## config.mk

```make
export PLATFORM = sky130hd
export DESIGN_NAME = gregorian_date_stepper_core
export DESIGN_NICKNAME = d
export VERILOG_FILES = /design/src/hw/rtl/gds_pkg.sv /design/src/hw/rtl/gds_ctrl.sv /design/src/hw/rtl/gds_datapath.sv /design/src/hw/rtl/gregorian_date_stepper_core.sv
export SDC_FILE = /design/constraint.sdc
export NUM_CORES = 1
export LEC_CHECK = 0
export ABC_AREA = 1
export BUFFER_PORTS_ARGS = -buffer_cell sky130_fd_sc_hd__buf_2
export CORE_ASPECT_RATIO = 2
export CORE_MARGIN = 1.5
export CORE_UTILIZATION = 35
export CTS_CLUSTER_DIAMETER = 150
export DETAILED_ROUTE_END_ITERATION = 10
export SLEW_MARGIN = 20
export SYNTH_ARGS = -nofsm -noshare
export SYNTH_HDL_FRONTEND = slang
export SYNTH_SLANG_ARGS = --single-unit
```

## constraint.sdc

```tcl
create_clock -name i_clk -period 16.8 [get_ports i_clk]
set_clock_uncertainty 0.05 [all_clocks]
set_input_delay 1.68 -clock i_clk [delete_from_list [all_inputs] [get_ports i_clk]]
set_output_delay 1.68 -clock i_clk [all_outputs]
set_load 0.005 [all_outputs]
```

## src/hw/rtl/gds_pkg.sv

```systemverilog
// ----------------------------------------------------------------------------
// gds_pkg
// Shared types, constants and calendar helpers for the Gregorian date stepper.
// ----------------------------------------------------------------------------
package gds_pkg;

    localparam int unsigned MAX_OFFSET_DEF = 65535;
    localparam int unsigned YEAR_MAX_DEF   = 9999;

    localparam int YEAR_W  = 14;
    localparam int MONTH_W = 4;
    localparam int DAY_W   = 5;
    localparam int OFF_W   = 16;
    localparam int DOY_W   = 9;
    // The working day count holds a day of year plus or minus a full offset.
    localparam int T_W     = OFF_W + 2;

    localparam int IN_TDATA_W  = 40;
    localparam int OUT_TDATA_W = 24;

    localparam logic [YEAR_W-1:0]  RESET_YEAR  = 14'd2022;
    localparam logic [MONTH_W-1:0] RESET_MONTH = 4'd9;
    localparam logic [DAY_W-1:0]   RESET_DAY   = 5'd29;

    typedef enum logic [2:0] {
        OP_LOAD = 3'd0,
        OP_INC  = 3'd1,
        OP_DEC  = 3'd2,
        OP_ADD  = 3'd3,
        OP_SUB  = 3'd4
    } t_op;

    typedef enum logic [2:0] {
        S_IDLE,
        S_INIT,
        S_YEAR,
        S_MONTH,
        S_DONE
    } t_state;

    typedef struct packed {
        logic capture;
        logic init;
        logic year_step;
        logic month_step;
        logic finish;
    } t_cmd;

    typedef struct packed {
        logic walk;
        logic year_done;
        logic month_done;
    } t_status;

    // Divisibility by 25 uses a reciprocal multiply, exact for any 14-bit year.
    function automatic logic is_leap(input logic [YEAR_W-1:0] y);
        logic [28:0]       prod;
        logic [9:0]        q;
        logic [YEAR_W-1:0] q25;
        logic              div25;
        prod  = {15'd0, y} * 29'd20972;
        q     = prod[28:19];
        q25   = ({4'd0, q} << 4) + ({4'd0, q} << 3) + {4'd0, q};
        div25 = (q25 == y);
        return (y[1:0] == 2'd0) && (!div25 || (y[3:0] == 4'd0));
    endfunction

    function automatic logic [DAY_W-1:0] month_days(input logic [YEAR_W-1:0]  y,
                                                    input logic [MONTH_W-1:0] m);
        logic [DAY_W-1:0] len;
        case (m)
            4'd1, 4'd3, 4'd5, 4'd7, 4'd8, 4'd10, 4'd12: len = 5'd31;
            4'd4, 4'd6, 4'd9, 4'd11:                    len = 5'd30;
            4'd2:    len = is_leap(y) ? 5'd29 : 5'd28;
            default: len = 5'd0;
        endcase
        return len;
    endfunction

    function automatic logic [DOY_W-1:0] year_days(input logic [YEAR_W-1:0] y);
        return is_leap(y) ? 9'd366 : 9'd365;
    endfunction

    // Days before the first of month m in a common year.
    function automatic logic [DOY_W-1:0] days_before_month(input logic [MONTH_W-1:0] m);
        logic [DOY_W-1:0] c;
        case (m)
            4'd1:    c = 9'd0;
            4'd2:    c = 9'd31;
            4'd3:    c = 9'd59;
            4'd4:    c = 9'd90;
            4'd5:    c = 9'd120;
            4'd6:    c = 9'd151;
            4'd7:    c = 9'd181;
            4'd8:    c = 9'd212;
            4'd9:    c = 9'd243;
            4'd10:   c = 9'd273;
            4'd11:   c = 9'd304;
            4'd12:   c = 9'd334;
            default: c = 9'd0;
        endcase
        return c;
    endfunction

endpackage

```

## src/hw/rtl/gds_ctrl.sv

```systemverilog
// ----------------------------------------------------------------------------
// gds_ctrl
// Sequencer for the date stepper: input handshake, walk steps, result register.
// ----------------------------------------------------------------------------
module gds_ctrl (
    input  logic             i_clk,
    input  logic             i_rst_n,
    input  logic             i_s_axis_tvalid,
    output logic             o_s_axis_tready,
    output logic             o_m_axis_tvalid,
    input  logic             i_m_axis_tready,
    input  gds_pkg::t_status i_status,
    output gds_pkg::t_cmd    o_cmd
);
    import gds_pkg::*;

    t_state r_state, n_state;
    logic   r_out_valid, n_out_valid;
    logic   w_finish;

    assign w_finish = (r_state == S_DONE) && (!r_out_valid || i_m_axis_tready);

    always_comb begin
        n_state = r_state;
        case (r_state)
            S_IDLE: begin
                if (i_s_axis_tvalid) begin
                    n_state = S_INIT;
                end
            end
            S_INIT: begin
                n_state = i_status.walk ? S_YEAR : S_DONE;
            end
            S_YEAR: begin
                if (i_status.year_done) begin
                    n_state = S_MONTH;
                end
            end
            S_MONTH: begin
                if (i_status.month_done) begin
                    n_state = S_DONE;
                end
            end
            S_DONE: begin
                if (w_finish) begin
                    n_state = S_IDLE;
                end
            end
            default: n_state = S_IDLE;
        endcase
    end

    always_comb begin
        o_cmd            = '0;
        o_s_axis_tready  = (r_state == S_IDLE);
        o_cmd.capture    = (r_state == S_IDLE) && i_s_axis_tvalid;
        o_cmd.init       = (r_state == S_INIT);
        o_cmd.year_step  = (r_state == S_YEAR);
        o_cmd.month_step = (r_state == S_MONTH);
        o_cmd.finish     = w_finish;
    end

    always_comb begin
        n_out_valid = r_out_valid;
        if (w_finish) begin
            n_out_valid = 1'b1;
        end else if (i_m_axis_tready) begin
            n_out_valid = 1'b0;
        end
    end

    always_ff @(posedge i_clk) begin
        if (!i_rst_n) begin
            r_state     <= S_IDLE;
            r_out_valid <= 1'b0;
        end else begin
            r_state     <= n_state;
            r_out_valid <= n_out_valid;
        end
    end

    assign o_m_axis_tvalid = r_out_valid;

endmodule

```

## src/hw/rtl/gds_datapath.sv

```systemverilog
// ----------------------------------------------------------------------------
// gds_datapath
// Date store, operand capture, year and month walk, and result register.
// ----------------------------------------------------------------------------
module gds_datapath #(
    parameter int unsigned MAX_OFFSET = gds_pkg::MAX_OFFSET_DEF,
    parameter int unsigned YEAR_MAX   = gds_pkg::YEAR_MAX_DEF
) (
    input  logic                           i_clk,
    input  logic                           i_rst_n,
    input  gds_pkg::t_cmd                  i_cmd,
    input  logic [2:0]                     i_op,
    input  logic [gds_pkg::YEAR_W-1:0]     i_load_year,
    input  logic [gds_pkg::MONTH_W-1:0]    i_load_month,
    input  logic [gds_pkg::DAY_W-1:0]      i_load_day,
    input  logic [gds_pkg::OFF_W-1:0]      i_offset_days,
    output gds_pkg::t_status               o_status,
    output logic [gds_pkg::YEAR_W-1:0]     o_out_year,
    output logic [gds_pkg::MONTH_W-1:0]    o_out_month,
    output logic [gds_pkg::DAY_W-1:0]      o_out_day,
    output logic                           o_ok
);
    import gds_pkg::*;

    localparam logic [19:0]       MaxOff  = MAX_OFFSET[19:0];
    localparam logic [YEAR_W-1:0] YearTop = YEAR_MAX[YEAR_W-1:0];

    // Stored date.
    logic [YEAR_W-1:0]  r_cur_y;
    logic [MONTH_W-1:0] r_cur_m;
    logic [DAY_W-1:0]   r_cur_d;

    // Captured operands.
    logic [2:0]         r_op;
    logic [YEAR_W-1:0]  r_ly;
    logic [MONTH_W-1:0] r_lm;
    logic [DAY_W-1:0]   r_ld;
    logic [OFF_W-1:0]   r_off;
    logic               r_sub;

    // Walk state.
    logic [YEAR_W-1:0]    r_wy;
    logic [MONTH_W-1:0]   r_wm;
    logic signed [T_W-1:0] r_t;
    logic                 r_fail;

    logic [OFF_W-1:0]     w_off;
    logic [DOY_W-1:0]     w_doy;
    logic [DOY_W-1:0]     w_ylen_cur;
    logic [DOY_W-1:0]     w_ylen_prev;
    logic [DAY_W-1:0]     w_mlen;
    logic                 w_t_neg;
    logic                 w_t_over;
    logic                 w_load_ok;
    logic                 w_walk;
    logic                 w_walk_ok;

    always_comb begin
        if ({4'd0, i_offset_days} > MaxOff) begin
            w_off = MaxOff[OFF_W-1:0];
        end else begin
            w_off = i_offset_days;
        end
    end

    assign w_walk = (r_op == OP_INC) || (r_op == OP_DEC) ||
                    (r_op == OP_ADD) || (r_op == OP_SUB);

    assign w_doy = days_before_month(r_cur_m)
                 + (((r_cur_m > 4'd2) && is_leap(r_cur_y)) ? 9'd1 : 9'd0)
                 + {4'd0, r_cur_d} - 9'd1;

    assign w_ylen_cur  = year_days(r_wy);
    assign w_ylen_prev = year_days(r_wy - 14'd1);
    assign w_mlen      = month_days(r_wy, r_wm);
    assign w_t_neg     = r_t[T_W-1];
    assign w_t_over    = !w_t_neg && (r_t >= $signed({{(T_W-DOY_W){1'b0}}, w_ylen_cur}));

    assign w_load_ok = (r_ly >= 14'd1) && (r_ly <= YearTop) &&
                       (r_ld >= 5'd1) && (r_ld <= month_days(r_ly, r_lm));

    // The walked date must also end at or below the top year, since the
    // starting year may lie above it.
    assign w_walk_ok = !r_fail && (r_wy <= YearTop);

    assign o_status.walk       = w_walk;
    assign o_status.year_done  = r_fail || (!w_t_neg && !w_t_over);
    assign o_status.month_done = r_fail || (r_wm == 4'd12) ||
                                 (r_t < $signed({{(T_W-DAY_W){1'b0}}, w_mlen}));

    always_ff @(posedge i_clk) begin
        if (i_cmd.capture) begin
            r_op <= i_op;
            r_ly <= i_load_year;
            r_lm <= i_load_month;
            r_ld <= i_load_day;
            case (i_op)
                OP_INC, OP_DEC: r_off <= 16'd1;
                default:        r_off <= w_off;
            endcase
            r_sub <= (i_op == OP_DEC) || (i_op == OP_SUB);
        end
    end

    always_ff @(posedge i_clk) begin
        if (i_cmd.init) begin
            r_wy   <= r_cur_y;
            r_wm   <= 4'd1;
            r_fail <= 1'b0;
            if (r_sub) begin
                r_t <= $signed({{(T_W-DOY_W){1'b0}}, w_doy}) - $signed({2'b00, r_off});
            end else begin
                r_t <= $signed({{(T_W-DOY_W){1'b0}}, w_doy}) + $signed({2'b00, r_off});
            end
        end else if (i_cmd.year_step && !r_fail) begin
            if (w_t_neg) begin
                if (r_wy == 14'd1) begin
                    r_fail <= 1'b1;
                end else begin
                    r_wy <= r_wy - 14'd1;
                    r_t  <= r_t + $signed({{(T_W-DOY_W){1'b0}}, w_ylen_prev});
                end
            end else if (w_t_over) begin
                if (r_wy >= YearTop) begin
                    r_fail <= 1'b1;
                end else begin
                    r_wy <= r_wy + 14'd1;
                    r_t  <= r_t - $signed({{(T_W-DOY_W){1'b0}}, w_ylen_cur});
                end
            end
        end else if (i_cmd.month_step && !o_status.month_done) begin
            r_t  <= r_t - $signed({{(T_W-DAY_W){1'b0}}, w_mlen});
            r_wm <= r_wm + 4'd1;
        end
    end

    // Result register and store update.
    always_ff @(posedge i_clk) begin
        if (!i_rst_n) begin
            r_cur_y <= RESET_YEAR;
            r_cur_m <= RESET_MONTH;
            r_cur_d <= RESET_DAY;
        end else if (i_cmd.finish) begin
            if ((r_op == OP_LOAD) && w_load_ok) begin
                r_cur_y <= r_ly;
                r_cur_m <= r_lm;
                r_cur_d <= r_ld;
            end else if (((r_op == OP_INC) || (r_op == OP_DEC)) && w_walk_ok) begin
                r_cur_y <= r_wy;
                r_cur_m <= r_wm;
                r_cur_d <= r_t[DAY_W-1:0] + 5'd1;
            end
        end
    end

    always_ff @(posedge i_clk) begin
        if (i_cmd.finish) begin
            if ((r_op == OP_LOAD) && w_load_ok) begin
                o_out_year  <= r_ly;
                o_out_month <= r_lm;
                o_out_day   <= r_ld;
                o_ok        <= 1'b1;
            end else if (w_walk && w_walk_ok) begin
                o_out_year  <= r_wy;
                o_out_month <= r_wm;
                o_out_day   <= r_t[DAY_W-1:0] + 5'd1;
                o_ok        <= 1'b1;
            end else begin
                o_out_year  <= r_cur_y;
                o_out_month <= r_cur_m;
                o_out_day   <= r_cur_d;
                o_ok        <= 1'b0;
            end
        end
    end

endmodule

```

## src/hw/rtl/gregorian_date_stepper_core.sv

```systemverilog
// ----------------------------------------------------------------------------
// gregorian_date_stepper_core
// Gregorian calendar date store with load, step and add/subtract-days items.
// ----------------------------------------------------------------------------
// The block holds one Gregorian date (reset value 2022-09-29) and takes one
// item at a time. Each item yields exactly one result item with an ok flag.
// A load or an unused op code goes from acceptance through the init and
// done states, and its result is registered as it leaves done. Increment,
// decrement, add and subtract convert the stored date to a day of year,
// apply the offset, then walk one year per cycle and one month per cycle
// until the count lands inside a month. The result sits in an output
// register, so the block accepts the next item while a result still waits
// for the sink; a second finished result then holds the block in its done
// state for as long as the sink stalls.
// ----------------------------------------------------------------------------
module gregorian_date_stepper_core #(
    parameter int unsigned MAX_OFFSET = gds_pkg::MAX_OFFSET_DEF,
    parameter int unsigned YEAR_MAX   = gds_pkg::YEAR_MAX_DEF
) (
    input  logic                                i_clk,
    input  logic                                i_rst_n,
    input  logic                                i_s_axis_tvalid,
    output logic                                o_s_axis_tready,
    // Fields from bit 0: load_year[13:0], load_month[17:14], load_day[22:18],
    // offset_days[38:23], zero pad [39].
    input  logic [gds_pkg::IN_TDATA_W-1:0]      i_s_axis_tdata,
    // Fields from bit 0: op[2:0].
    input  logic [2:0]                          i_s_axis_tuser,
    output logic                                o_m_axis_tvalid,
    input  logic                                i_m_axis_tready,
    // Fields from bit 0: out_year[13:0], out_month[17:14], out_day[22:18],
    // zero pad [23].
    output logic [gds_pkg::OUT_TDATA_W-1:0]     o_m_axis_tdata,
    // Fields from bit 0: ok[0].
    output logic                                o_m_axis_tuser
);
    import gds_pkg::*;

    t_cmd               w_cmd;
    t_status            w_status;
    logic [YEAR_W-1:0]  w_out_year;
    logic [MONTH_W-1:0] w_out_month;
    logic [DAY_W-1:0]   w_out_day;

    // The sequencer owns both handshakes; the datapath owns every date value.
    gds_ctrl u_ctrl (
        .i_clk           (i_clk),
        .i_rst_n         (i_rst_n),
        .i_s_axis_tvalid (i_s_axis_tvalid),
        .o_s_axis_tready (o_s_axis_tready),
        .o_m_axis_tvalid (o_m_axis_tvalid),
        .i_m_axis_tready (i_m_axis_tready),
        .i_status        (w_status),
        .o_cmd           (w_cmd)
    );

    gds_datapath #(
        .MAX_OFFSET (MAX_OFFSET),
        .YEAR_MAX   (YEAR_MAX)
    ) u_datapath (
        .i_clk         (i_clk),
        .i_rst_n       (i_rst_n),
        .i_cmd         (w_cmd),
        .i_op          (i_s_axis_tuser),
        .i_load_year   (i_s_axis_tdata[13:0]),
        .i_load_month  (i_s_axis_tdata[17:14]),
        .i_load_day    (i_s_axis_tdata[22:18]),
        .i_offset_days (i_s_axis_tdata[38:23]),
        .o_status      (w_status),
        .o_out_year    (w_out_year),
        .o_out_month   (w_out_month),
        .o_out_day     (w_out_day),
        .o_ok          (o_m_axis_tuser)
    );

    assign o_m_axis_tdata = {1'b0, w_out_day, w_out_month, w_out_year};

endmodule

```

==> metrics.md <==
| Metric | Value |
|---|---|
| Congestion Overflow GR | `0` |
| Site Rows | `around 150` |
| Mean Syn Cell Area | `7.74 um2` |
| Number of synthesized flops with an enable pin | `about 100` |
| Met2 WL | `around 48 mm` |
| Path depth of the worst reg2reg path | `48` |
| Hold Path Depth | `2` |
| Worst-Skew Late Latency | `~460 ps` |
| RSZ-0062 raised after global routing | `no` |
| Highest metal used | `met4` |
| Starting Density | `a little over a third` |
| Routed wire per std cell | `17.7 um` |
| Synth-to-Final Area Change | `7.40%` |
| Synth top area cells | `ha_1, fa_1, inv_1, edfxtp_1, nand2_1` |
| Resized Gates After CTS | `0` |
| Routed wire length | `85.5 mm` |
| Place WS | `4960 ps` |
| Max FO, Critical Path | `11` |
| Post-synthesis sequential area ratio | `a little over an eighth` |
| Routed met3 length | `around 2.4 mm` |
| Detailed-route via count | `about 24000` |
| Post-synthesis adder-cell area fraction | `between 40% and 50%` |
| Main combinational cell family by area after synthesis | `adder cells` |
| Synthesized flop and latch total | `140` |
| Largest delay share family, worst path | `adder cells` |
| Longest Clk Path Bufs | `2` |
| Syn nets | `4580` |
| Detailed placement HPWL | `approximately 74 mm` |
| YS warnings | `0` |
| Vias per cell | `approximately 5.1` |
| Met1 wire length | `27.9 mm` |
| TritonCTS clock tree | `built` |
| Nets | `approximately 4600` |
| Layout cell share with drive strength beyond 1 | `4.62%` |
| Largest net degree at the start of global routing | `44` |
| Die Span Y | `408 um` |
| Startpoint types | `flop` |
| Endpoints failing setup | `0` |
| Yosys top cell area share | `between 20% and 30%` |
| CTS sink count | `between 100 and 150` |
| ANT cells | `0` |
| Post-CTS setup buffers | `0` |
| Post-Syn Instances | `3715` |
| Max stage delay cell, worst path | `edfxtp_1` |
| Cts bufs inserted | `17` |
| Most used cell along the critical path | `nand2_1` |
| Actual slew at the worst max-slew pin | `around 840 ps` |
| Synth Area in Compound Gates | `a little under a tenth` |
| CP Class | `flop to flop` |
| Total core area | `0.0813 mm2` |
| Setup TNS | `0 ps` |
| Starting DRT DRC Count | `1101` |
| Fmax | `between 80 and 90 MHz` |
| WP data required | `16960 ps` |
| Critical Path AT | `12000 ps` |
| Routability Congestion | `0.940` |
| Post-route setup slack | `4960 ps` |
| Post-synthesis simple-gate area fraction | `~18%` |
| First-pass GRT wire length | `approximately 130 mm` |
| Post-Syn Area | `between 0.02 and 0.03 mm2` |
| Status | `completed` |
| Crit end category | `flop` |
| Commonest non-fill, non-tap cells in the layout | `inv_1, nand2_1, ha_1, fa_1, nor2_1` |
| Cell taking the most area after synthesis | `ha_1` |
| Cts hold-fix bufs | `0` |
| GRT Resource Usage Total | `between 20% and 30%` |
| WP depth | `48` |
| Flop-to-flop setup slack | `4960 ps` |
| Routed Antenna Nets | `0` |
| Ys async rst share | `0%` |
| H-tree depth | `4` |
| Mux contribution to synthesized area | `0%` |
| Final hold vios | `0` |
| Hold Path Class | `flop to flop` |
| Max-slew violations | `0` |
| Area of the die | `between 0.08 and 0.09 mm2` |
| Fill cells | `about 8400` |
| Most common cell after layout, fill and taps aside | `inv_1` |
| Clock transition at the registers of the reported paths | `70 ps` |
| Max transition margin | `a little over two fifths` |
| I/O Buffers | `approximately 70` |
| Max-Cap Viols | `0` |
| Count of different cell masters after synthesis | `57` |
| # DRC | `0` |
| XOR/XNOR share of the synthesized area | `approximately 4.2%` |
| Critical path buffers and inverters | `7` |
| Number of global-route vias before repair | `25566` |
| Die W | `just over 200 um` |
| Crit path largest cell delay | `670 ps` |
| Final min period | `11840 ps` |
| Root Buffer | `clkbuf_16` |
| DR pass1 iterations | `5` |
| Antenna violations before repair | `1` |
| Top_reg_cell synth | `edfxtp_1` |
| Fin crit share | `between 70% and 80%` |
| Boundary Pins | `74` |
==> layer usage <==
metal,vias to the layer above,GRT usage [%]
met1,11663,19.1
met2,594,41.3
li1,11917,-
met5,-,0
met3,278,1.78
met4,0,15.7
==> worst register-to-register path, delay by kind of cell (launching register included) <==
family / cells / cell delay, ps
buf+inv: 7 / 1080
flops: 1 / 670
simple gates: 20 / 2340
compound gates: 8 / 1830
fa+ha+maj: 10 / 4620
xor+xnor: 3 / 980
==> metrics by stage <==
step | utilization (%) | hold slack (ps) | instances | area (um2)
after global routing | 38.0 | 537 | 4837 | 30900
final | 38.0 | 511 | 4837 | 30900
after CTS | 38.0 | 513 | 4837 | 30900
after detailed placement | 37.3 | 500 | 4805 | 30300
after global placement | 37.3 | 489 | 4805 | 30300
after floorplan | - | 397 | 3715 | 28700
==> synthesized netlist by cell type, drive strengths merged (4+ instances only) <==
library cell / number
nor4: 9
a21oi: 194
nand4: 39
o211ai: 24
o21bai: 11
buf: 22
edfxtp: 99
nand2: 713
nor3b: 4
fa: 279
o21ai: 177
a211oi: 4
xor2: 87
xnor2: 43
dfxtp: 41
a21boi: 10
nand3: 190
nor2: 239
clkbuf: 21
o221ai: 5
nand3b: 12
ha: 539
o21a: 4
inv: 855
a21o: 19
or2: 11
o22ai: 17
nor3: 20
a31oi: 12
==> final cells by class <==
class                   instances  area (um2)  share of cell area (%)
well taps                    1050        1310                    4.26
clock inverters                14         128                   0.413
inverters                     856        3210                    10.4
clock buffers                  18         439                    1.42
repair buffers                 83         445                    1.44
flip-flops and latches        140        3790                    12.3
multi-input cells            2676       21500                    69.8
==> cell families after synthesis <==
family	count (synthesis)
other cells	1
flops	140
xor+xnor	132
compound gates	485
fa+ha+maj	818
buf+inv	899
simple gates	1240
==> path summary, 6_finish.rpt <==
check | from | to
worst max-delay path | u_datapath.r_wy[3] | u_datapath.r_t[16]
worst min-delay path | u_datapath.r_cur_m[0] | u_datapath.r_cur_m[0]
worst max register to register | u_datapath.r_wy[3] | u_datapath.r_t[16]
worst min register to register | u_datapath.r_cur_m[0] | u_datapath.r_cur_m[0]
==> registers in the layout, indices dropped and copies added, names as in the netlist, 3 cells and up, named ones only <==
signal,count
u_datapath.r_off,16
u_datapath.r_cur_d,5
u_datapath.r_lm,4
u_datapath.r_ly,14
u_datapath.r_ld,5
u_datapath.r_cur_y,14
u_datapath.o_out_day,5
u_datapath.r_t,18
u_datapath.r_cur_m,4
u_ctrl.r_state,3
u_datapath.o_out_month,4
u_datapath.r_wm,4
u_datapath.r_op,3
u_datapath.o_out_year,14
u_datapath.r_wy,14
Power is left out: the tool's default activity adds up to more than one toggle a clock period on the data nets, which glitch-free logic cannot reach.
